`src/rtl/ldcc_pkg.sv`:
```
`default_nettype none
package ldcc_pkg;

   localparam int MAP_DEPTH      = 4096;
   localparam int COUNT_BITS     = 32;
   localparam int ROW_BITS       = 32;
   localparam int MAP_ROWS       = MAP_DEPTH / ROW_BITS;
   localparam int MAP_ADDR_BITS  = $clog2(MAP_DEPTH);
   localparam int BIT_IDX_BITS   = $clog2(ROW_BITS);
   localparam int ROW_IDX_BITS   = MAP_ADDR_BITS - BIT_IDX_BITS;

   localparam int GID_BITS       = 32;
   localparam int REL_BITS       = 12;
   localparam int TAG_BITS       = 16;
   localparam int SIZE_BITS      = 13;
   localparam int OUT_COUNT_BITS = 32;

   localparam int CSR_INDEX_BITS = 1;
   localparam int CSR_DATA_BITS  = 32;
   localparam int MODE_BITS      = 2;

   localparam int QUEUE_DEPTH    = 4;
   localparam int QUEUE_PTR_BITS = $clog2(QUEUE_DEPTH);

   localparam logic [CSR_INDEX_BITS-1:0] REG_POSITIVE_LIMIT = 1'd0;
   localparam logic [CSR_INDEX_BITS-1:0] REG_LABEL_MODE     = 1'd1;

   localparam logic [MODE_BITS-1:0] MODE_THRESHOLD = 2'd0;
   localparam logic [MODE_BITS-1:0] MODE_ALL_POS   = 2'd1;
   localparam logic [MODE_BITS-1:0] MODE_ALL_NEG   = 2'd2;

   typedef struct packed {
      logic                    pos;
      logic                    oor;
      logic                    clr_counts;
      logic                    clear_pos;
      logic                    clear_neg;
      logic [ROW_IDX_BITS-1:0] row;
      logic [BIT_IDX_BITS-1:0] bit_idx;
   } work_item_type;

endpackage
`default_nettype wire

```
`src/rtl/ldcc_queue.sv`:
```
`default_nettype none
module ldcc_queue (
   input  wire                     clock,
   input  wire                     reset,
   input  wire                     push_valid,
   input  ldcc_pkg::work_item_type push_item,
   output logic                    full,
   input  wire                     pop,
   output logic                    head_valid,
   output ldcc_pkg::work_item_type head_item
);

   ldcc_pkg::work_item_type entry_ff [ldcc_pkg::QUEUE_DEPTH];

   logic [ldcc_pkg::QUEUE_PTR_BITS-1:0] wr_ptr_ff, wr_ptr_in;
   logic [ldcc_pkg::QUEUE_PTR_BITS-1:0] rd_ptr_ff, rd_ptr_in;
   logic [ldcc_pkg::QUEUE_PTR_BITS:0]   count_ff, count_in;

   assign full       = count_ff == (ldcc_pkg::QUEUE_PTR_BITS+1)'(ldcc_pkg::QUEUE_DEPTH);
   assign head_valid = count_ff != '0;
   assign head_item  = entry_ff[rd_ptr_ff];

   always_comb begin
      wr_ptr_in = push_valid ? wr_ptr_ff + 1'b1 : wr_ptr_ff;
      rd_ptr_in = pop ? rd_ptr_ff + 1'b1 : rd_ptr_ff;
      count_in  = count_ff;
      if (push_valid && !pop) begin
         count_in = count_ff + 1'b1;
      end else if (!push_valid && pop) begin
         count_in = count_ff - 1'b1;
      end
   end

   always_ff @(posedge clock) begin
      if (reset) begin
         wr_ptr_ff <= '0;
         rd_ptr_ff <= '0;
         count_ff  <= '0;
      end else begin
         wr_ptr_ff <= wr_ptr_in;
         rd_ptr_ff <= rd_ptr_in;
         count_ff  <= count_in;
      end
   end

   always_ff @(posedge clock) begin
      if (push_valid) begin
         entry_ff[wr_ptr_ff] <= push_item;
      end
   end

endmodule
`default_nettype wire

```
`config.mk`:
```
export PLATFORM = sky130hd
export DESIGN_NAME = ldcc_queue
export DESIGN_NICKNAME = d
export VERILOG_FILES = /design/src/rtl/ldcc_pkg.sv /design/src/rtl/ldcc_queue.sv
export SDC_FILE = /design/constraint.sdc
export NUM_CORES = 1
export LEC_CHECK = 0
export ABC_AREA = 0
export BUFFER_PORTS_ARGS = -buffer_cell sky130_fd_sc_hd__buf_2
export CAP_MARGIN = 25
export CORE_MARGIN = 3
export CORE_UTILIZATION = 28
export CTS_BUF_LIST = sky130_fd_sc_hd__clkbuf_4 sky130_fd_sc_hd__clkbuf_8 sky130_fd_sc_hd__clkbuf_16
export CTS_CLUSTER_DIAMETER = 50
export CTS_CLUSTER_SIZE = 25
export DETAILED_ROUTE_END_ITERATION = 12
export HOLD_SLACK_MARGIN = 0.02
export SLEW_MARGIN = 20
export SYNTH_ARGS = -nofsm -noshare
export SYNTH_HDL_FRONTEND = slang
export SYNTH_SLANG_ARGS = --single-unit
```
`constraint.sdc`:
```
create_clock -name clock -period 1.6 [get_ports clock]
set_input_delay 0.24 -clock clock [delete_from_list [all_inputs] [get_ports clock]]
set_output_delay 0.24 -clock clock [all_outputs]
set_load 0.02 [all_outputs]
```
* Word-level counts from Yosys, hierarchy flattened
Memories as Yosys holds them, arrays and structs flattened. A register that Yosys moved wholly into a read port is not among the register bits.
Cells that the tools add are included.
** Word-level totals
- Register bits :: 7
- Memory bits (writable) :: 68
- Bits of input ports :: 21
- Output and inout port bits :: 19
- Memories :: 1
** Memory list
- entry_ff :: depth 4, width 17, read ports 1, clocked after Yosys merged registers in 1, wr ports 1, RTL line ldcc_queue.sv:13 : ldcc_pkg::work_item_type entry_ff [ldcc_pkg::QUEUE_DEPTH];
** Cells by class
- $add $sub $neg :: 4
- Equal/unequal tests :: 1
- Multiplexer cells :: 6
- Reductions and logical operators :: 6
** Operators with widths (number)
- $mux W3 :: 2
- $add A2 B1 Y2 const B :: 2
- $mux W2 :: 2
- $add A3 B1 Y3 const B :: 1
- $eq A3 B3 Y1 const B :: 1
- $reduce_bool A3 Y1 :: 1
- $sub A3 B1 Y3 const B :: 1
- $logic_and A1 B1 Y1 :: 2
- $logic_not A1 Y1 :: 2
- $mux W1 :: 2
- $reduce_bool A2 Y1 :: 1

* Longest topological paths before layout
Gate-level depths: netlist of run 1.
- Depth after elaboration :: 4
- Mapped depth :: 7

* Least setup slack after synthesis of run 1
OpenSTA, ideal clock, no wires.
- Path kind :: input to register
- Start :: input pop
- End :: register count_ff[2] in the netlist's numbering
- Library setup time :: 0.070 ns
- Data arrival time :: 1.430 ns
- Data required time :: 1.530 ns
- Setup slack :: 0.100 ns
- Stages on the path :: 7
- Cell sequence :: inv_1 -> ha_1 -> inv_1 -> fa_1 -> xor2_1 -> or3_1 -> a21oi_1
** On the way
- Cells in the longest elaborated chain, start to end :: 3
- Elaborated cells between the ends (all ways) :: 5
- Classes of those cells :: mux (1); reduce/logical (4)
** RTL lines
- from (decl) :: RTL line ldcc_queue.sv:8 : input wire pop,
- $logic_not A1 Y1 :: RTL line ldcc_queue.sv:27 : if (push_valid && !pop) begin
- $logic_and A1 B1 Y1 :: RTL line ldcc_queue.sv:27
- $mux W3 / $reduce_bool A2 Y1 (equally long branches)
- to (signal assigned) :: RTL line ldcc_queue.sv:42 : count_ff <= count_in;
- to (decl) :: RTL line ldcc_queue.sv:17 : logic [ldcc_pkg::QUEUE_PTR_BITS:0] count_ff, count_in;
Several ways; a longest one is shown, not always the timed one.
A chain may end at the register's enable or synchronous reset.

==> out/summary.txt, run 1 <==
first-pass GRT wire length: 7820 um
Initial Util: 29.4%
largest net degree at the start of global routing: 18
top cell type by total area after synthesis: edfxtp_1
status: finished with violations
grt total ovfl: 0
failing checks: negative setup slack
# diodes: 0
CTS tree: built
Achievable Freq: 527 MHz
Period Utilization, post-route: 119%
RD Place Congestion: 0.640
Req. time, crit path: 1.36 ns
H-tree levels: 3
Hold WS: 0.104 ns
Worst path max stage delay: 0.58 ns
nets: 218
fin crit period: 1.90 ns
Routed WL per cell: 15.2 um
buffers added on ports: 39
number of enable flip-flop cells after synthesis: 68
Worst-Skew Late Latency: 0.34 ns
Arr. time, crit path: 1.66 ns
DR vias: 1373
Avg Synthesized Cell Area: 22.0 sq um
# IOs: 40
#FFs+latches synth: 77
Detailed Route Iter0 Violations: 39
gr usage total: 9.37%
compound-cell area share of the yosys netlist: 0.342%
clock-pin slew on the worst setup and hold paths: 0.08 ns
post-synthesis adder-cell area fraction: 2.83%
count leader, synth: edfxtp_1
post-synthesis simple-gate area fraction: 2.57%
Synth top area share: 69.9%
Root Driver: clkbuf_8
chip width: 108 um
detailed placement HPWL: 3040 um
multiplexer share of the synthesized area: 14.7%
unrepaired setup endpoints after global routing: yes
Final Hold Vio Count: 0
Synth Area in XOR/XNOR: 1.50%
die height: 108 um
Buf/Inv on CP: 2
die area: 11700 sq um
synth cell count leaders: 68 x edfxtp_1, 10 x mux4_2, 9 x dfxtp_1
Leak: 1.30 nW
predominant post-synthesis flop cell: edfxtp_1
DP Worst Slack: -0.0665 ns
drt total wl: 5010 um
crit-path leading delay family: multiplexers
synthesized area: 2920 sq um
CP Class: reg -> out
share of layout cells above drive strength 1: 41.8%
placed cell areas: 3340 sq um
Max-slew headroom: 81.6%
post-synthesis async set-or-reset flop share: 0%
endpoints failing setup: 17
initial antenna violation count: 0
drt via density: 4.17
CP endpoint kind: output pin
dominant cells by area after synthesis: edfxtp_1 70%, mux4_2 7.7%, mux4_1 6.3%
fin util: 37.0%
crit-path max FO: 7
maximum buffer depth of the clock tree: 2
Syn Inst Count: 133
crit path cell chain: buf_12 -> mux4_1 -> buf_2
Finished Cell Area: 3680 sq um
net count after synthesis: 160
Ys Warns: 0
HP Class: in -> reg
max cap viols: 0
largest family of logic cells by synthesized area: multiplexers
DR DRC count: 0
Netlist cell types: 21
Routed Antenna Nets: 0
Post-Route Skew: 0.0155 ns
total power: 4.43 mW
clock sinks: 77
Power Dens Cells: 1200 nW/um^2
Tightest Pin Transition: 0.276 ns
post-synthesis sequential area ratio: 76.0%
Max IR drop VDD: 0.000475 V
vias in the first global route: 1448
DR pass1 iterations: 4
Final Worst Setup Slack: -0.299 ns
cts-stage hold buffer count: 0
TritonCTS buffer count: 9
Synth-to-Final Area Change: 25.9%
Core ar.: 9950 sq um
final-report max-slew violation count: 0
element type at the critical path start: flip-flop
row count: 36
cell at the slowest stage of the critical path: mux4_1
[final timing paths]
path | start | end | slack, ns | cells after the start
worst min register to register | count_ff[2] | count_ff[2] | 0.51 | 2
worst max-delay path | flip-flop | head_item[14] | -0.30 | 3
worst min-delay path | push_item[9] | entry_ff[1][9] | 0.10 | 1
worst max register to register | count_ff[0] | count_ff[2] | 0.12 | 4
[per-stage QoR]
stage	setup TNS, ns	std cells
2_1_floorplan	0	133
3_3_place_gp	-0.0280	309
3_5_place_dp	-0.0665	309
4_1_cts	-4.82	329
5_1_grt	-5.38	329
6_report	-4.15	329
[layout by cell type, fill, tap and decap left out, drive strengths merged, types with 2 or more instances in the layout]
cell	count
nor2	7
clkbuf	9
edfxtp	68
xnor2	2
mux4	17
ha	5
inv	6
mux2i	2
xor2	3
clkinv	3
or3	2
dfxtp	9
buf	52
and2	4
[worst register-to-register path: stages, from the launching register on]
cell,delay [ns]
dfxtp_1,0.36
fa_1,0.45
xor2_1,0.18
or3_1,0.30
a21oi_1,0.13
[sequential cells by signal, indices dropped and copies added, names as in the netlist, named ones only]
| signal | flops |
|---|---|
| wr_ptr_ff | 2 |
| entry_ff | 68 |
| count_ff | 3 |
| rd_ptr_ff | 2 |
[power breakdown]
part | internal, mW | switching [mW] | leakage, nW | total, mW
registers | 2.30 | 0.0453 | 0.700 | 2.34
clock network | 0.725 | 0.706 | 0.0976 | 1.43
logic | 0.334 | 0.323 | 0.500 | 0.657
[routing by layer]
| metal | global-route usage, % | routed length [um] |
|---|---|---|
| met4 | 4.06 | 93 |
| met5 | 0 | 0 |
| met3 | 3.70 | 291 |
| met1 | 11.8 | 2200 |
| met2 | 14.3 | 2430 |
[logic make-up (layout without fill, tap and decap cells)]
group,Yosys count,in the layout
flops,77,77
mux,19,19
simple gates,15,15
buf+inv,9,72
fa+ha+maj,6,6
xor+xnor,5,5
compound gates,2,2
[final cells by class]
| cell class | instances | area (sq um) |
|---|---|---|
| fill | 924 | 6270 |
| sequential | 77 | 2230 |
| multi-input combinational | 47 | 626 |
| timing repair buffer | 52 | 450 |
| tap | 133 | 166 |
| clock buffer | 9 | 124 |
| clock inverter | 7 | 72.6 |
| inverter | 4 | 15.0 |
[what timing repair did]
action                     CTS  global route
gates cloned                 1             0
gates resized for setup     33             2
buffers inserted             3             0
setup endpoints to repair   17            17
pin swaps                    0             0
No activity file was read; power rests on OpenSTA's default activity.
==> inputs of run 2 (changes only) <==
Settings changed: ABC_AREA 0 to 1.
==> run 2 against run 1 <==
Register-to-register slack better by 0.24 ns. Clock power rose by 9.8%. Final area up 7.1%. The flow still finishes with violations (negative setup slack). Highest routed layer unchanged. Sequential power about the same. Sequential cell count unchanged.
==> out/summary.txt, run 2 <==
status: finished with violations
failing checks: negative setup slack
switch share: 23.6%
gr usage total: 10.6%
Worst path max stage delay: 0.41 ns
commonest cells after routing, fill and taps aside: 68 x edfxtp_1, 35 x nor2_1, 22 x buf_2
Arr. time, crit path: 1.42 ns
DR pass1 iterations: 4
DR DRC count: 0
Core ar.: 10400 sq um
buffers added on ports: 39
Seq. cell area: 2230 sq um
Synth top area share: 67.4%
number of enable flip-flop cells after synthesis: 68
CP Class: reg -> out
cts-stage hold buffer count: 0
Avg Synthesized Cell Area: 13.6 sq um
synthesized area: 3030 sq um
placed cells: 402
RD Place Congestion: 0.717
max cap viols: 0
Root Driver: clkbuf_8
placed cell areas: 3470 sq um
HP Class: in -> reg
fin util: 37.8%
Worst-Skew Late Latency: 0.35 ns
Syn Inst Count: 223
share of layout cells above drive strength 1: 35.8%
endpoints failing setup: 12
Final Worst Setup Slack: -0.0604 ns
Netlist cell types: 21
Initial Util: 29.1%
predominant post-synthesis flop cell: edfxtp_1
top cell type by total area after synthesis: edfxtp_1
largest net degree at the start of global routing: 19
vias in the first global route: 1854
post-synthesis sequential area ratio: 73.4%
initial antenna violation count: 0
unrepaired setup endpoints after global routing: yes
crit-path max FO: 8
Post-Route Skew: 0.00388 ns
most used cell, CP: buf_12
most common cell after layout, fill and taps aside: edfxtp_1
Non-Filler Instances: 424
DR vias: 1846
cell at the slowest stage of the critical path: dfxtp_4
dominant cells by area after synthesis: edfxtp_1 67%, dfxtp_1 5.9%, nor2_1 5.1%
fin crit period: 1.66 ns
# IOs: 40
crit path cell chain: buf_12 -> buf_12 -> o21ai_2 -> o22ai_1 -> buf_4
Finished Cell Area: 3940 sq um
Max-slew headroom: 85.7%
Largest regs: entry_ff: 68 flops, count_ff: 3 flops
switching pwr: 1.08 mW
net count after synthesis: 250
Hold WS: 0.0514 ns
Ys Warns: 0
reg2reg end: count_ff[2]
clock-pin slew on the worst setup and hold paths: 0.07 ns
clock sinks: 77
Routed WL per cell: 14.3 um
# diodes: 0
Logic pwr share: 14.6%
final-report max-slew violation count: 0
CP endpoint kind: output pin
Detailed Route Iter0 Violations: 73
maximum buffer depth of the clock tree: 2
chip width: 110 um
clock network power share: 34.4%
Worst R2R Path Depth: 7
Leak: 1.49 nW
Req. time, crit path: 1.36 ns
nets: 310
H-tree levels: 3
CTS tree: built
TritonCTS buffer count: 9
die area: 12100 sq um
detailed placement HPWL: 3810 um
Routed Antenna Nets: 0
Achievable Freq: 602 MHz
die height: 110 um
Synth-to-Final Area Change: 30.1%
max FFs per register: 68
row count: 37
R2R setup slack: 0.36 ns
Power Dens Cells: 1160 nW/um^2
area of the multi-input gates: 719 sq um
Final Hold Vio Count: 0
Tightest Pin Transition: 0.213 ns
Internal Power: 3.49 mW
Filler Cell Count: 984
synth cell count leaders: 68 x edfxtp_1, 41 x nor2_1, 17 x o22ai_1
FF-to-FF Start: count_ff[0]
drt total wl: 6060 um
grt total ovfl: 0
Critical Path End: head_item[3]
#FFs+latches synth: 77
Period Utilization, post-route: 104%
count leader, synth: edfxtp_1
register share of total power: 51.0%
largest register by flop count: entry_ff
first-pass GRT wire length: 9340 um
drt via density: 4.35
element type at the critical path start: flip-flop
Max IR drop VDD: 0.000403 V
post-synthesis async set-or-reset flop share: 0%
-- run 2: changes by cell type in the layout (fill, tap and decap cells not counted), sizes merged, moves of 2 or more --
cell	previous run	this run
mux2i	2	0
xnor2	2	0
o22ai	0	17
clkbuf	9	13
o21ai	1	39
and2	4	0
a21oi	1	3
inv	6	17
nor2	7	41
nand2	1	10
mux4	17	0
or3	2	0
buf	52	58
xor2	3	1
-- run 2: power by group through the flow --
| stage | Sequential (mW) | Combinational (mW) | Clock, mW |
|---|---|---|---|
| after floorplan | 2.36 | 0.346 | 0 |
| after global placement | 2.37 | 0.547 | 0 |
| after detailed placement | 2.37 | 0.557 | 0 |
| after CTS | 2.33 | 0.636 | 1.62 |
| after global routing | 2.34 | 0.729 | 1.70 |
| final | 2.33 | 0.666 | 1.57 |
-- run 2: worst min path at each step --
stage                      from  depth (start not counted)     endpoint
after global routing      reset                          2  count_ff[0]
after CTS                 reset                          2  count_ff[0]
after detailed placement  reset                          2  count_ff[0]
final                     reset                          2  count_ff[0]
after floorplan           reset                          1  count_ff[0]
after global placement    reset                          2  count_ff[0]
-- run 2: per-stage QoR --
step | power (mW) | worst slack (ns) | setup TNS (ns)
floorplan | 2.71 | 0.296 | 0
global placement | 2.91 | 0.202 | 0
detailed placement | 2.92 | 0.132 | 0
CTS | 4.58 | -0.0748 | -0.341
global route | 4.77 | -0.119 | -1.54
finish | 4.57 | -0.0604 | -0.381
-- run 2: kinds of logic (layout without fill, tap and decap cells) --
group	count (synthesis)	count (layout)	synth area share [%]
flops	77	77	73.4
xor+xnor	1	1	0.289
buf+inv	26	91	5.08
fa+ha+maj	6	6	2.73
simple gates	54	54	6.86
compound gates	59	59	11.7
-- run 2: cell type report --
class                           count  area share, %
Sequential cell                    77           56.5
Multi-Input combinational cell    120           18.3
Timing Repair Buffer               58           13.3
Clock buffer                       13           4.67
Tap cell                          136           4.32
Inverter                           17           1.87
Clock inverter                      3           1.02
-- run 2: worst max-delay path: cells and delay by family (launching register included) --
kind            cells  cell delay [ns]
compound gates      2             0.22
buf+inv             3             0.44
flops               1             0.41
-- run 2: repair_timing --
item / in CTS / in global routing
pin swaps: 2 / 12
buffers inserted: 2 / 3
gates resized for setup: 46 / 23
cloned: 1 / 0
endpoints found under the setup margin: 17 / 17
-- run 2: layer usage --
layer / wire (um) / up-vias / GRT usage (%) / share of wire [%]
li1: - / 924 / - / -
met3: 276 / 10 / 3.38 / 4.6
met4: 129 / 0 / 5.34 / 2.1
met1: 2620 / 880 / 12.2 / 43
met5: 0 / - / 0 / 0
met2: 3030 / 32 / 17.6 / 50
==> inputs of run 3 (changes only) <==
Settings changed: CTS_BUF_LIST sky130_fd_sc_hd__clkbuf_4 sky130_fd_sc_hd__clkbuf_8 sky130_fd_sc_hd__clkbuf_16 to sky130_fd_sc_hd__clkbuf_8.
==> run 3 against run 2 <==
The run still ends with negative setup slack left. Routed wire length is essentially flat. Final area is essentially flat. Via count is the same. Utilization is essentially flat. Highest routed layer unchanged. Largest power group unchanged. Sequential cell count is the same. Die area is the same. Register-to-register slack is essentially flat. Count of clock-buffer cells in the layout shrank 2. Sequential power is essentially flat. Critical path type unchanged. Critical endpoint unchanged. Critical path depth is the same.
==> out/summary.txt, run 3 (synthesis gave the netlist of run 2 again) <==
status: finished with violations
failing checks: negative setup slack
Finished Cell Area: 3940 sq um
row count: 37
Power Dens Cells: 1170 nW/um^2
RD Place Congestion: 0.717
share of layout cells above drive strength 1: 35.4%
buffers added on ports: 39
total power: 4.60 mW
Achievable Freq: 602 MHz
fin crit period: 1.66 ns
initial antenna violation count: 0
Tightest Pin Transition: 0.213 ns
final-report max-slew violation count: 0
unrepaired setup endpoints after global routing: yes
element type at the critical path start: flip-flop
Max-slew headroom: 85.7%
Max IR drop VDD: 0.000403 V
Core ar.: 10400 sq um
grt total ovfl: 0
max FFs per register: 68
Req. time, crit path: 1.36 ns
CTS tree: built
Root Driver: clkbuf_8
Worst-Skew Late Latency: 0.35 ns
Non-Filler Instances: 424
die height: 110 um
largest net degree at the start of global routing: 19
met3 GRT Util: 3.38%
chip width: 110 um
gr busiest metal: met2
Leak: 1.49 nW
largest register by flop count: entry_ff
endpoints failing setup: 12
drt total wl: 6050 um
vias in the first global route: 1854
placed cell areas: 3470 sq um
Filler Cell Count: 985
Routed WL per cell: 14.3 um
FF-to-FF Start: count_ff[0]
crit path cell chain: buf_12 -> buf_12 -> o21ai_2 -> o22ai_1 -> buf_4
most used cell, CP: buf_12
DR vias: 1846
# diodes: 0
first-pass GRT wire length: 9330 um
Post-Route Skew: 0.00388 ns
# IOs: 40
fin util: 37.8%
Arr. time, crit path: 1.42 ns
Final Worst Setup Slack: -0.0602 ns
beginning of the worst hold path: reset
CP Class: reg -> out
most common cell after layout, fill and taps aside: edfxtp_1
DP Worst Slack: 0.132 ns
max cap viols: 0
maximum buffer depth of the clock tree: 2
GR Layer Usage met2: 17.7%
clock sinks: 77
DR DRC count: 0
GR Util met1: 12.2%
placed cells: 402
TNS Setup: -0.378 ns
Worst path max stage delay: 0.41 ns
nets: 310
crit-path max FO: 8
Initial Util: 29.1%
drt via density: 4.35
TritonCTS buffer count: 9
Detailed Route Iter0 Violations: 73
commonest cells after routing, fill and taps aside: 68 x edfxtp_1, 35 x nor2_1, 22 x buf_2
clock-pin slew on the worst setup and hold paths: 0.07 ns
die area: 12100 sq um
Routed Antenna Nets: 0
Period Utilization, post-route: 104%
CP endpoint kind: output pin
Largest regs: entry_ff: 68 flops, count_ff: 3 flops
cell at the slowest stage of the critical path: dfxtp_4
Hold WS: 0.0516 ns
DR pass1 iterations: 4
H-tree levels: 3
HP Class: in -> reg
Synth-to-Final Area Change: 30.1%
Final Hold Vio Count: 0
detailed placement HPWL: 3810 um
gr usage total: 10.6%
-- run 3: cell types whose count changed in the layout (fill, tap and decap cells not counted) --
cell       previous run  this run
bufinv_16             1         2
clkbuf_16             1         0
clkbuf_4              1         0
inv_1                15        16
-- run 3: worst paths after layout --
check            endpoint  cells past startpoint  slack, ns
max          head_item[3]                      5      -0.06
min           count_ff[0]                      2       0.05
max reg2reg   count_ff[2]                      7       0.36
min reg2reg     flip-flop                      1       0.47
-- run 3: worst max-delay path: cells and delay by family, from the launching register on --
family                 cells  cell delay, ns
buffers and inverters      3            0.44
DFF                        1            0.41
AOI/OAI and AO/OA          2            0.22
-- run 3: per-layer routing --
| metal | vias to the layer above | share of wire (%) |
|---|---|---|
| met5 | - | 0 |
| met4 | 0 | 2.1 |
| met3 | 10 | 4.6 |
| met2 | 32 | 50 |
| met1 | 880 | 43 |
| li1 | 924 | - |
-- run 3: cell type report --
class	count	area, sq um	share of cell area [%]
flip-flops and latches	77	2230	56.5
clock buffers	11	151	3.84
inverters	17	73.8	1.87
repair buffers	58	526	13.3
clock inverters	5	73.8	1.87
well taps	136	170	4.32
multi-input cells	120	719	18.3
-- run 3: power by group --
group	total [mW]	internal [mW]	switching (mW)
clock network	1.61	0.952	0.656
registers	2.33	2.29	0.0436
logic	0.666	0.288	0.377
-- run 3: timing repair --
item,in CTS,in global routing
resized for setup,46,23
buffers inserted,2,3
hold buffers,0,0
endpoints found under the setup margin,17,17
pin swaps,2,12
cloned,1,0
