<file path="config.mk">
export PLATFORM = sky130hd
export DESIGN_NAME = ldcc_front_flat
export DESIGN_NICKNAME = d
export VERILOG_FILES = /design/src/rtl/ldcc_pkg.sv /design/src/rtl/ldcc_if.sv /design/src/rtl/ldcc_front.sv /design/src/flat_wrapper.sv
export SDC_FILE = /design/constraint.sdc
export NUM_CORES = 1
export LEC_CHECK = 0
export CORE_MARGIN = 8
export CORE_UTILIZATION = 61
export CTS_BUF_LIST = sky130_fd_sc_hd__clkbuf_4 sky130_fd_sc_hd__clkbuf_8
export DETAILED_ROUTE_END_ITERATION = 10
export DONT_BUFFER_PORTS = 1
export GPL_TIMING_DRIVEN = 0
export PLACE_DENSITY = 0.8
export SLEW_MARGIN = 10
export SYNTH_ARGS = -nofsm -noshare
export SYNTH_HDL_FRONTEND = slang
export SYNTH_SLANG_ARGS = --single-unit
</file>
<file path="constraint.sdc">
create_clock -name clock -period 2.1 [get_ports clock]
set_clock_uncertainty 0.1 [all_clocks]
set_input_delay 0 -clock clock [delete_from_list [all_inputs] [get_ports clock]]
set_output_delay 0 -clock clock [all_outputs]
set_load 0.005 [all_outputs]
</file>
<file path="src/rtl/ldcc_pkg.sv">
`default_nettype none
package ldcc_pkg;

   localparam int MAP_DEPTH      = 4096;
   localparam int COUNT_BITS     = 32;
   localparam int ROW_BITS       = 32;
   localparam int MAP_ROWS       = MAP_DEPTH / ROW_BITS;
   localparam int MAP_ADDR_BITS  = $clog2(MAP_DEPTH);
   localparam int BIT_IDX_BITS   = $clog2(ROW_BITS);
   localparam int ROW_IDX_BITS   = MAP_ADDR_BITS - BIT_IDX_BITS;

   localparam int GID_BITS       = 32;
   localparam int REL_BITS       = 12;
   localparam int TAG_BITS       = 16;
   localparam int SIZE_BITS      = 13;
   localparam int OUT_COUNT_BITS = 32;

   localparam int CSR_INDEX_BITS = 1;
   localparam int CSR_DATA_BITS  = 32;
   localparam int MODE_BITS      = 2;

   localparam int QUEUE_DEPTH    = 4;
   localparam int QUEUE_PTR_BITS = $clog2(QUEUE_DEPTH);

   localparam logic [CSR_INDEX_BITS-1:0] REG_POSITIVE_LIMIT = 1'd0;
   localparam logic [CSR_INDEX_BITS-1:0] REG_LABEL_MODE     = 1'd1;

   localparam logic [MODE_BITS-1:0] MODE_THRESHOLD = 2'd0;
   localparam logic [MODE_BITS-1:0] MODE_ALL_POS   = 2'd1;
   localparam logic [MODE_BITS-1:0] MODE_ALL_NEG   = 2'd2;

   typedef struct packed {
      logic                    pos;
      logic                    oor;
      logic                    clr_counts;
      logic                    clear_pos;
      logic                    clear_neg;
      logic [ROW_IDX_BITS-1:0] row;
      logic [BIT_IDX_BITS-1:0] bit_idx;
   } work_item_type;

endpackage
`default_nettype wire

</file>
<file path="src/rtl/ldcc_if.sv">
`default_nettype none
interface ldcc_req_if;
   logic                           valid;
   logic                           ready;
   logic [ldcc_pkg::GID_BITS-1:0]  global_tuple_id;
   logic [ldcc_pkg::REL_BITS-1:0]  relative_id;
   logic [ldcc_pkg::TAG_BITS-1:0]  partition_tag;
   logic [ldcc_pkg::SIZE_BITS-1:0] partition_size;
   logic                           clear_counts;

   modport source (output valid, global_tuple_id, relative_id, partition_tag,
                   partition_size, clear_counts, input ready);
   modport sink (input valid, global_tuple_id, relative_id, partition_tag,
                 partition_size, clear_counts, output ready);
endinterface


interface ldcc_csr_if;
   logic                                valid;
   logic                                ready;
   logic [ldcc_pkg::CSR_INDEX_BITS-1:0] index;
   logic [ldcc_pkg::CSR_DATA_BITS-1:0]  data;

   modport source (output valid, index, data, input ready);
   modport sink (input valid, index, data, output ready);
endinterface
`default_nettype wire

</file>
<file path="src/rtl/ldcc_front.sv">
`default_nettype none
module ldcc_front (
   input  wire                    clock,
   input  wire                    reset,
   ldcc_req_if.sink               req_bus,
   ldcc_csr_if.sink               csr_bus,
   input  wire                    queue_full,
   output logic                   push_valid,
   output ldcc_pkg::work_item_type push_item
);

   logic [ldcc_pkg::GID_BITS-1:0]  limit_ff, limit_in;
   logic [ldcc_pkg::MODE_BITS-1:0] mode_ff, mode_in;
   logic [ldcc_pkg::TAG_BITS-1:0]  last_tag_ff, last_tag_in;
   logic                           known_ff, known_in;

   logic                             pos;
   logic                             oor;
   logic                             change;
   logic [ldcc_pkg::MAP_ADDR_BITS-1:0] addr;

   assign csr_bus.ready = 1'b1;
   assign req_bus.ready = !queue_full;
   assign push_valid    = req_bus.valid && !queue_full;

   always_comb begin
      unique case (mode_ff)
         ldcc_pkg::MODE_ALL_POS: pos = 1'b1;
         ldcc_pkg::MODE_ALL_NEG: pos = 1'b0;
         default:                pos = req_bus.global_tuple_id < limit_ff;
      endcase
      change = !known_ff || (req_bus.partition_tag != last_tag_ff);
      // effective size is the smaller of the partition size and the map depth
      oor = (32'(req_bus.relative_id) >= 32'(req_bus.partition_size)) ||
            (32'(req_bus.relative_id) >= 32'(ldcc_pkg::MAP_DEPTH));
      addr = ldcc_pkg::MAP_ADDR_BITS'(req_bus.relative_id);

      push_item.pos        = pos;
      push_item.oor        = oor;
      push_item.clr_counts = req_bus.clear_counts;
      push_item.clear_pos  = change && (mode_ff != ldcc_pkg::MODE_ALL_NEG);
      push_item.clear_neg  = change && (mode_ff != ldcc_pkg::MODE_ALL_POS);
      push_item.row        = addr[ldcc_pkg::MAP_ADDR_BITS-1:ldcc_pkg::BIT_IDX_BITS];
      push_item.bit_idx    = addr[ldcc_pkg::BIT_IDX_BITS-1:0];
   end

   always_comb begin
      limit_in    = limit_ff;
      mode_in     = mode_ff;
      last_tag_in = last_tag_ff;
      known_in    = known_ff;
      if (csr_bus.valid) begin
         unique case (csr_bus.index)
            ldcc_pkg::REG_POSITIVE_LIMIT: limit_in = csr_bus.data;
            ldcc_pkg::REG_LABEL_MODE:     mode_in  = csr_bus.data[ldcc_pkg::MODE_BITS-1:0];
            default: ;
         endcase
      end
      if (push_valid) begin
         last_tag_in = req_bus.partition_tag;
         known_in    = 1'b1;
      end
   end

   always_ff @(posedge clock) begin
      if (reset) begin
         limit_ff    <= '0;
         mode_ff     <= ldcc_pkg::MODE_THRESHOLD;
         last_tag_ff <= '0;
         known_ff    <= 1'b0;
      end else begin
         limit_ff    <= limit_in;
         mode_ff     <= mode_in;
         last_tag_ff <= last_tag_in;
         known_ff    <= known_in;
      end
   end

endmodule
`default_nettype wire

</file>
<file path="src/flat_wrapper.sv">
// flat-port wrapper written by rule: the top's interface ports become plain ports
module ldcc_front_flat 
  (clock, reset, queue_full, push_valid, push_item, req_bus_valid, req_bus_global_tuple_id, req_bus_relative_id, req_bus_partition_tag, req_bus_partition_size, req_bus_clear_counts, req_bus_ready, csr_bus_valid, csr_bus_index, csr_bus_data, csr_bus_ready);
  ldcc_req_if req_bus_i ();
  ldcc_csr_if csr_bus_i ();
  input  wire clock;
  input  wire reset;
  input  wire queue_full;
  output logic push_valid;
  output ldcc_pkg::work_item_type push_item;
  input wire logic [$bits(req_bus_i.valid)-1:0] req_bus_valid;
  input wire logic [$bits(req_bus_i.global_tuple_id)-1:0] req_bus_global_tuple_id;
  input wire logic [$bits(req_bus_i.relative_id)-1:0] req_bus_relative_id;
  input wire logic [$bits(req_bus_i.partition_tag)-1:0] req_bus_partition_tag;
  input wire logic [$bits(req_bus_i.partition_size)-1:0] req_bus_partition_size;
  input wire logic [$bits(req_bus_i.clear_counts)-1:0] req_bus_clear_counts;
  output wire logic [$bits(req_bus_i.ready)-1:0] req_bus_ready;
  input wire logic [$bits(csr_bus_i.valid)-1:0] csr_bus_valid;
  input wire logic [$bits(csr_bus_i.index)-1:0] csr_bus_index;
  input wire logic [$bits(csr_bus_i.data)-1:0] csr_bus_data;
  output wire logic [$bits(csr_bus_i.ready)-1:0] csr_bus_ready;
  assign req_bus_i.valid = req_bus_valid;
  assign req_bus_i.global_tuple_id = req_bus_global_tuple_id;
  assign req_bus_i.relative_id = req_bus_relative_id;
  assign req_bus_i.partition_tag = req_bus_partition_tag;
  assign req_bus_i.partition_size = req_bus_partition_size;
  assign req_bus_i.clear_counts = req_bus_clear_counts;
  assign req_bus_ready = req_bus_i.ready;
  assign csr_bus_i.valid = csr_bus_valid;
  assign csr_bus_i.index = csr_bus_index;
  assign csr_bus_i.data = csr_bus_data;
  assign csr_bus_ready = csr_bus_i.ready;
  ldcc_front u_core (.clock(clock), .reset(reset), .req_bus(req_bus_i), .csr_bus(csr_bus_i), .queue_full(queue_full), .push_valid(push_valid), .push_item(push_item));
endmodule
</file>
* Word level (Yosys, flattened, before mapping)
Index checks and enable logic that the tools add are counted.
Storage, ports and cells: logic and storage cells 21, input port bits 112, output and inout bits 20, flip-flop bits (word level) 51
Operators by class: bitwise gates (word level) 1, $lt $le $gt $ge 2, reduce and logical (&&, ||, !) cells 8, multiplexer cells 1, eq/ne operators 5
Operator list (number):
- $lt 32x32->1 | 1
- $ne 16x16->1 | 1
- $ge 12x13->1 | 1
- $reduce_and 2->1 | 2
- $logic_and 1x1->1 | 3
- $eq 2x1->1 const B | 1
- $eq 2x2->1 const B | 1
- $logic_not 1->1 | 2
- $ne 2x1->1 const B | 1
- $ne 2x2->1 const B | 1
- $pmux 1 s2 | 1
- $logic_or 1x1->1 | 1
- $not 1->1 | 1

* Logic depth before layout (Yosys ltp)
Gate-level depths: netlist (run 1).
depth in word-level cells 3, gate-level depth with buffers 9, mapped depth without buffers 8

* Least setup slack after synthesis (run 1)
No wires, ideal clock.
path type register to output, from reg u_core.limit_ff[1] (netlist name), to out push_item[16] (netlist name), data arrival time 1.545 ns, path slack 0.455 ns, path buffers 1, cell stages (with the launch flop) 9, data required time 2.000 ns, cells stage by stage dfxtp_1 -> inv_1 -> ha_1 -> a2111oi_2 -> nor4_1 -> a211oi_2 -> o31ai_1 -> a31oi_1 -> buf_4
Between the ends: longest elaborated chain between the ends 2
RTL lines:
- start, declared | RTL line ldcc_front.sv:12 | logic [ldcc_pkg::GID_BITS-1:0] limit_ff, limit_in;
- start signal, assigned | RTL line ldcc_front.sv:72 | limit_ff <= limit_in;
- $lt 32x32->1 | RTL line ldcc_front.sv:30 | default: pos = req_bus.global_tuple_id < limit_ff;
- $pmux 1 s2 | RTL line ldcc_front.sv:27 | unique case (mode_ff)
- end, declared | RTL line flat_wrapper.sv:10 | output ldcc_pkg::work_item_type push_item;
Every way passes these cells.

* Worst setup path after layout (run 1)
from reg u_core.limit_ff[14] (netlist name), to out push_item[16] (netlist name)
Same word-level chain as after synthesis.

==> flow_metrics.env, run 1 <==
export IMPL_status="finished with violations"
export IMPL_violations="setup timing"
export IMPL_maxCapViolCount=0
export IMPL_crit_fanout=3
export IMPL_synth_warnings=0
export IMPL_intPower_uw=1540
export IMPL_hp_class="input port to primary output"
export IMPL_die_x_um=88.0
export IMPL_p_leak_uw=0.00173
export IMPL_dp_hpwl_um=6090
export IMPL_core_um2=5040
export IMPL_initial_core_util_pct=62.7
export IMPL_yosys_area_top_type_share_pct=32.3
export IMPL_globalRouteMet1Util_pct=23.5
export IMPL_pwr_share_seq_pct=48.6
export IMPL_yosys_register_bits=51
export IMPL_tightest_slew_ns=0.534
export IMPL_rsz0062_at_grt="yes"
export IMPL_clkSlewWorstSetupHoldPaths_ns=0.09
export IMPL_syn_area_um2=3160
export IMPL_dp_cells=490
export IMPL_cts_buffer_depth=2
export IMPL_end_kind="primary output"
export IMPL_synth_seq_area_share_pct=32.3
export IMPL_p_comb_share_pct=25.2
export IMPL_final_common_cell="nand2_1"
export IMPL_ir_drop_v=0.000531
export IMPL_fin_area_um2=4270
export IMPL_critical_path_class="flip-flop to primary output"
export IMPL_clock_fmax_mhz=469
export IMPL_maxSlewViolCount=0
export IMPL_cts_root_buf="clkbuf_8"
export IMPL_dieArea_um2=7740
export IMPL_area_delta_synth_final_pct=35.2
export IMPL_arrival_ns=2.03
export IMPL_crit_slowest_cell="dfxtp_1"
export IMPL_grt_max_degree=16
export IMPL_io_buffers=0
export IMPL_antenna_found_initial=0
export IMPL_synth_top_cell_by_area="dfxtp_1"
export IMPL_num_io_pins=132
export IMPL_drc_errors=0
export IMPL_place_area_um2=3250
export IMPL_drt_iter0_drc=119
export IMPL_r2r_cells=3
export IMPL_crit_required_ns=2.00
export IMPL_via_per_inst=5.45
export IMPL_synthCells=420
export IMPL_clock_latency_ns=0.29
export IMPL_synth_area_top_cells="dfxtp_1 (32%), ha_1 (18%), nand2_1 (13%)"
export IMPL_p_sw_uw=594
export IMPL_use_met2_pct=47.3
export IMPL_synthesis_nets=577
export IMPL_crit_chain="inv_1 -> ha_1 -> a21oi_2 -> nand2_1 -> a211oi_2 -> o31ai_2 -> a31oi_1 -> buf_4"
export IMPL_swShare_pct=27.8
export IMPL_cts_tree="built"
export IMPL_hold_viol=0
export IMPL_max_slew_margin_pct=64.1
export IMPL_pre_cts_slack_ns=0.223
export IMPL_layout_setup_ws_ns=-0.0344
export IMPL_fin_crit_sh_pct=102
export IMPL_grt_pass1_wl_um=15000
export IMPL_cp_slowest_stage_delay_ns=0.35
export IMPL_wire_per_inst_um=17.0
export IMPL_fin_nets=664
export IMPL_grt_busiest_layer="met2"
export IMPL_r2r_end="u_core.last_tag_ff[0]"
export IMPL_critical_path_buf_inv_count=2
export IMPL_wirelength_um=9820
export IMPL_dr_pass1_iters=4
export IMPL_fin_crit_ns=2.13
export IMPL_finish_utilization_pct=84.7
export IMPL_final_cell_mix="nand2_1 (109), dlygate4sd3_1 (77), a21oi_1 (61)"
export IMPL_reg2reg_setup_slack_ns=0.79
export IMPL_grt_pass1_vias=3347
export IMPL_cp_depth=8
export IMPL_drive_above_1_share_pct=11.2
export IMPL_routabilityCongestion=0.799
export IMPL_postRouteAntennaNets=0
export IMPL_grtUsageMet3_pct=7.32
export IMPL_fin_cells=579
export IMPL_syn_avg_cell_area_um2=7.52
export IMPL_clkPwrFrac_pct=26.2
export IMPL_rows=26
export IMPL_overflow=0
export IMPL_power_density_nw_per_um2=500
export IMPL_cp_top_family="compound AO/OA/AOI/OAI gates"
export IMPL_vias=3156
export IMPL_power_uw=2140
export IMPL_grtUsageTotal_pct=24.5
export IMPL_clock_sinks=51
export IMPL_startpoint="u_core.limit_ff[14]"
export IMPL_cp_endpoint="push_item[16]"
export IMPL_numCtsBuffers=5
export IMPL_finalSetupViolCount=1
export IMPL_start_kind="flip-flop"
export IMPL_chipHeight_um=88.0
export IMPL_htree_levels=2
export IMPL_r2r_start="u_core.last_tag_ff[0]"
export IMPL_synth_cell_types=32
-- state kept, by name, indices dropped and copies added, names as in the netlist --
name                flops
u_core.last_tag_ff     16
u_core.known_ff         1
u_core.limit_ff        32
u_core.mode_ff          2
-- area by class of cell --
class	count	area, um2
clock inverter	2	12.5
buffer	31	181
multi-input combinational	290	1910
inverter	48	180
timing repair buffer	80	793
tap	70	87.6
antenna	1	2.50
sequential	51	1030
fill	303	769
clock buffer	6	76.3
-- kinds of logic (layout without fill, tap and decap cells) --
| family | count (synthesis) | in the layout | share of synthesized area (%) |
|---|---|---|---|
| AO/OA/AOI/OAI | 82 | 82 | 14.5 |
| XOR/XNOR | 16 | 16 | 4.44 |
| adder cells (fa/ha/maj) | 45 | 45 | 17.8 |
| buffers and inverters | 79 | 167 | 11.3 |
| flip-flops | 51 | 51 | 32.3 |
| other | 1 | 2 | 0.119 |
| AND/OR/NAND/NOR | 146 | 146 | 19.5 |
-- per-stage QoR --
stage                     TNS (ns)  hold slack, ns
after CTS                        0          0.0469
after detailed placement         0         -0.0547
final                      -0.0344          0.0612
after global placement           0         -0.0585
after floorplan                  0         -0.0658
after global routing        -0.133          0.0649
-- cell usage after synthesis, drive strengths merged --
cell type,instances
nand2,109
a21oi,65
dfxtp,51
inv,47
ha,45
buf,19
clkbuf,12
xnor2,12
nand4,9
nor2,8
nand3,6
a21o,5
o21ai,4
xor2,4
nand2b,3
nor2b,3
nor4,3
a211oi,2
and4,2
nor3,2
a2111oi,1
a211o,1
a221oi,1
a31oi,1
clkinv,1
conb,1
o311ai,1
o31ai,1
or3,1
-- power by group through the flow --
stage	Clock [uW]	Sequential [uW]	Combinational, uW
after floorplan	0	1050	288
after global placement	0	1060	339
after detailed placement	0	1060	355
after CTS	573	1040	485
after global routing	612	1040	599
final	559	1040	539
-- worst min path at each step --
stage               endpoint  slack (ns)                  startpoint  cells past startpoint
6_report       push_item[15]        0.06  req_bus_partition_size[12]                      2
3_3_place_gp   req_bus_ready       -0.06                  queue_full                      1
4_1_cts        push_item[15]        0.05  req_bus_partition_size[12]                      2
5_1_grt        push_item[15]        0.06  req_bus_partition_size[12]                      2
3_5_place_dp   req_bus_ready       -0.05                  queue_full                      1
2_1_floorplan  req_bus_ready       -0.07                  queue_full                      1
-- layer usage --
metal	part of all wire [%]	up-vias
li1	-	1538
met1	36	1452
met3	8.9	24
met5	0	-
met4	1.8	0
met2	53	142
-- what timing repair did --
action,CTS,global route
hold buffers,77,0
pin swaps,7,12
endpoints found under the setup margin,1,2
gates resized for setup,12,19
hold endpoints to repair,64,0
buffers inserted,0,3
-- worst reg2reg max path: cells and delay by family (launching register included) --
kind,cells,cell delay [ns]
AOI/OAI and AO/OA,1,0.13
buffers and inverters,1,0.57
DFF,1,0.38
and+or+nand+nor,1,0.07
Power figures use the tool's default switching activity.
==> run 2: changes to the inputs <==
--- a/config.mk
+++ b/config.mk
@@ -5,13 +5,15 @@
 export SDC_FILE = /design/constraint.sdc
 export NUM_CORES = 1
 export LEC_CHECK = 0
+export ABC_AREA = 1
 export CORE_MARGIN = 8
-export CORE_UTILIZATION = 61
+export CORE_UTILIZATION = 50
 export CTS_BUF_LIST = sky130_fd_sc_hd__clkbuf_4 sky130_fd_sc_hd__clkbuf_8
 export DETAILED_ROUTE_END_ITERATION = 10
 export DONT_BUFFER_PORTS = 1
+export GPL_ROUTABILITY_DRIVEN = 0
 export GPL_TIMING_DRIVEN = 0
-export PLACE_DENSITY = 0.8
+export PLACE_DENSITY = 0.68
 export SLEW_MARGIN = 10
 export SYNTH_ARGS = -nofsm -noshare
 export SYNTH_HDL_FRONTEND = slang
==> run 2 against run 1 <==
  * The run now ends clean
  * Synthesized area grew 10%
  * Sequential share of layout area shrank 1.4 points
  * Non-clock buffer count increased by 1
  * Critical path type is now input port to flip-flop
  * Hold slack worse by 0.020 ns
  * Synthesized cell count grew 5.5%
  * Flip-flop and latch count unchanged
  * First-iteration DRC count shrank 30%
  * Via count about the same
  * Largest power group unchanged
  * Routed wire length fell by 6.9%
  * Global-route usage down 5.6 points
==> flow_metrics.env, run 2 <==
export IMPL_fin_crit_sh_pct=95.0
export IMPL_rows=30
export IMPL_drive_above_1_share_pct=15.0
export IMPL_reg2reg_setup_slack_ns=0.76
export IMPL_synth_warnings=0
export IMPL_synthCells=443
export IMPL_numCtsBuffers=5
export IMPL_ir_drop_v=0.000498
export IMPL_chipHeight_um=99.4
export IMPL_p_leak_uw=0.00202
export IMPL_finish_utilization_pct=66.6
export IMPL_die_x_um=99.4
export IMPL_synth_seq_area_share_pct=29.4
export IMPL_rsz0062_at_grt="no"
export IMPL_largest_register_ffs=32
export IMPL_syn_area_um2=3480
export IMPL_fin_crit_ns=1.99
export IMPL_clkSlewWorstSetupHoldPaths_ns=0.11
export IMPL_grtUsageTotal_pct=18.9
export IMPL_dp_hpwl_um=6520
export IMPL_power_density_nw_per_um2=508
export IMPL_cts_root_buf="clkbuf_8"
export IMPL_clock_fmax_mhz=501
export IMPL_setup_tns_ns=0
export IMPL_cts_tree="built"
export IMPL_hp_class="input port to flip-flop"
export IMPL_end_kind="flip-flop"
export IMPL_hold_viol=0
export IMPL_wire_per_inst_um=14.9
export IMPL_postRouteAntennaNets=0
export IMPL_synth_commonest_cells="inv_1 (71), nand2_1 (67), nor2_1 (61), dfxtp_1 (51), ha_1 (45)"
export IMPL_vias=3153
export IMPL_post_synth_top_count_cell="inv_1"
export IMPL_status="complete, no violations"
export IMPL_cts_buffer_depth=2
export IMPL_drc_errors=0
export IMPL_yosys_register_bits=51
export IMPL_clock_latency_ns=0.31
export IMPL_final_common_cell="dlygate4sd3_1"
export IMPL_r2r_cells=3
export IMPL_antenna_found_initial=0
export IMPL_timing_hold_worst_start="req_bus_valid"
export IMPL_arrival_ns=2.16
export IMPL_pre_cts_slack_ns=0.560
export IMPL_largest_registers="u_core.limit_ff: 32 flops, u_core.last_tag_ff: 16 flops, u_core.mode_ff: 2 flops"
export IMPL_core_um2=6760
export IMPL_area_delta_synth_final_pct=29.3
export IMPL_final_cell_mix="dlygate4sd3_1 (82), inv_1 (71), nand2_1 (67)"
export IMPL_async_flop_share_pct=0
export IMPL_postCtsSetupBuffers=0
export IMPL_synth_area_top_cells="dfxtp_1 (29%), ha_1 (16%), a211oi_2 (11%)"
export IMPL_clock_sinks=51
export IMPL_critical_path_class="input port to flip-flop"
export IMPL_r2r_end="u_core.last_tag_ff[0]"
export IMPL_min_to="u_core.last_tag_ff[12]"
export IMPL_overflow=0
export IMPL_diodes=0
export IMPL_initial_core_util_pct=51.5
export IMPL_grt_pass1_vias=3344
export IMPL_synth_main_ff_cell="dfxtp_1"
export IMPL_start_kind="input port"
export IMPL_io_buffers=0
export IMPL_synth_edf_count=0
export IMPL_syn_avg_cell_area_um2=7.85
export IMPL_drt_iter0_drc=83
export IMPL_whs_path_depth=4
export IMPL_maxSlewViolCount=0
export IMPL_via_per_inst=5.14
export IMPL_grt_max_degree=19
export IMPL_grt_pass1_wl_um=15300
export IMPL_num_io_pins=132
export IMPL_crit_fanout=10
export IMPL_layout_setup_ws_ns=0.106
export IMPL_synth_top_cell_by_area="dfxtp_1"
export IMPL_dr_pass1_iters=4
export IMPL_crit_required_ns=2.27
export IMPL_finalSetupViolCount=0
export IMPL_top_register="u_core.limit_ff"
export IMPL_r2r_start="u_core.last_tag_ff[0]"
export IMPL_yosys_area_top_type_share_pct=29.4
export IMPL_synthesis_nets=600
export IMPL_synth_cell_types=30
export IMPL_fin_nets=689
export IMPL_dieArea_um2=9880
export IMPL_wirelength_um=9140
export IMPL_maxCapViolCount=0
export IMPL_htree_levels=2
## run 2: changes by cell type after synthesis, moves of 10 or more
cell      delta
a21oi_1     -36
inv_1       +24
a211oi_1    +10
nor2_1      +53
nand2_1     -42
a211oi_2    +30
clkbuf_1    -11
## run 2: through the flow
step / power, uW / hold slack [ns] / instance area (um2) / cells
finish: 2290 / 0.0414 / 4500 / 613
global route: 2440 / 0.0660 / 4500 / 613
CTS: 2300 / 0.0220 / 4490 / 613
detailed placement: 1560 / -0.0666 / 3580 / 523
global placement: 1540 / -0.0661 / 3580 / 523
floorplan: 1470 / -0.0702 / 3480 / 443
## run 2: logic make-up after synthesis
kind of cell	after synthesis	synth area share, %
compound gates	84	19.9
xor+xnor	7	1.76
fa+ha+maj	45	16.2
buf+inv	105	14.8
flops	51	29.4
other cells	1	0.108
simple gates	150	17.9
## run 2: worst max path at each step
stage,startpoint,endpoint,slack [ns]
CTS,queue_full,u_core.last_tag_ff[4],0.12
finish,queue_full,u_core.last_tag_ff[4],0.11
global route,queue_full,u_core.last_tag_ff[4],0.002
floorplan,u_core.limit_ff[5],push_item[16],0.72
detailed placement,u_core.limit_ff[5],push_item[16],0.56
global placement,u_core.limit_ff[5],push_item[16],0.57
## run 2: power by group
part           switching [uW]  internal [uW]  leakage [uW]
logic                     307            313       0.00156
clock network             371            246     0.0000463
registers                21.3           1030      0.000421
total                     699           1590       0.00202
## run 2: repair_timing
item                                    4_1_cts  5_1_grt
hold buffers                                 82        0
endpoints found under the hold margin        64        0
gates resized for setup                       0        1
endpoints found under the setup margin        0        1
## run 2: layer usage
| layer | track usage [%] | vias to the layer above | part of all wire (%) |
|---|---|---|---|
| met5 | 0 | - | 0 |
| met1 | 20.3 | 1446 | 41 |
| met3 | 5.24 | 9 | 6.1 |
| met2 | 35.5 | 87 | 52 |
| met4 | 3.96 | 0 | 0.97 |
| li1 | - | 1611 | - |
## run 2: area by class of cell
cell class,instances,area (um2)
repair buffers,82,821
clock buffers,5,68.8
well taps,80,100
clock inverters,3,27.5
fillers,570,2260
multi-input cells,287,1940
inverters,75,284
plain buffers,30,233
flip-flops and latches,51,1020
## run 2: critical path, stage by stage
cell and delay [ns]:
dlygate4sd3_1 0.55, inv_2 0.09, nand2_4 0.10, inv_4 0.11, nand2_1 0.05, dlygate4sd3_1 0.56
a21oi_1 0.14, dlygate4sd3_1 0.57
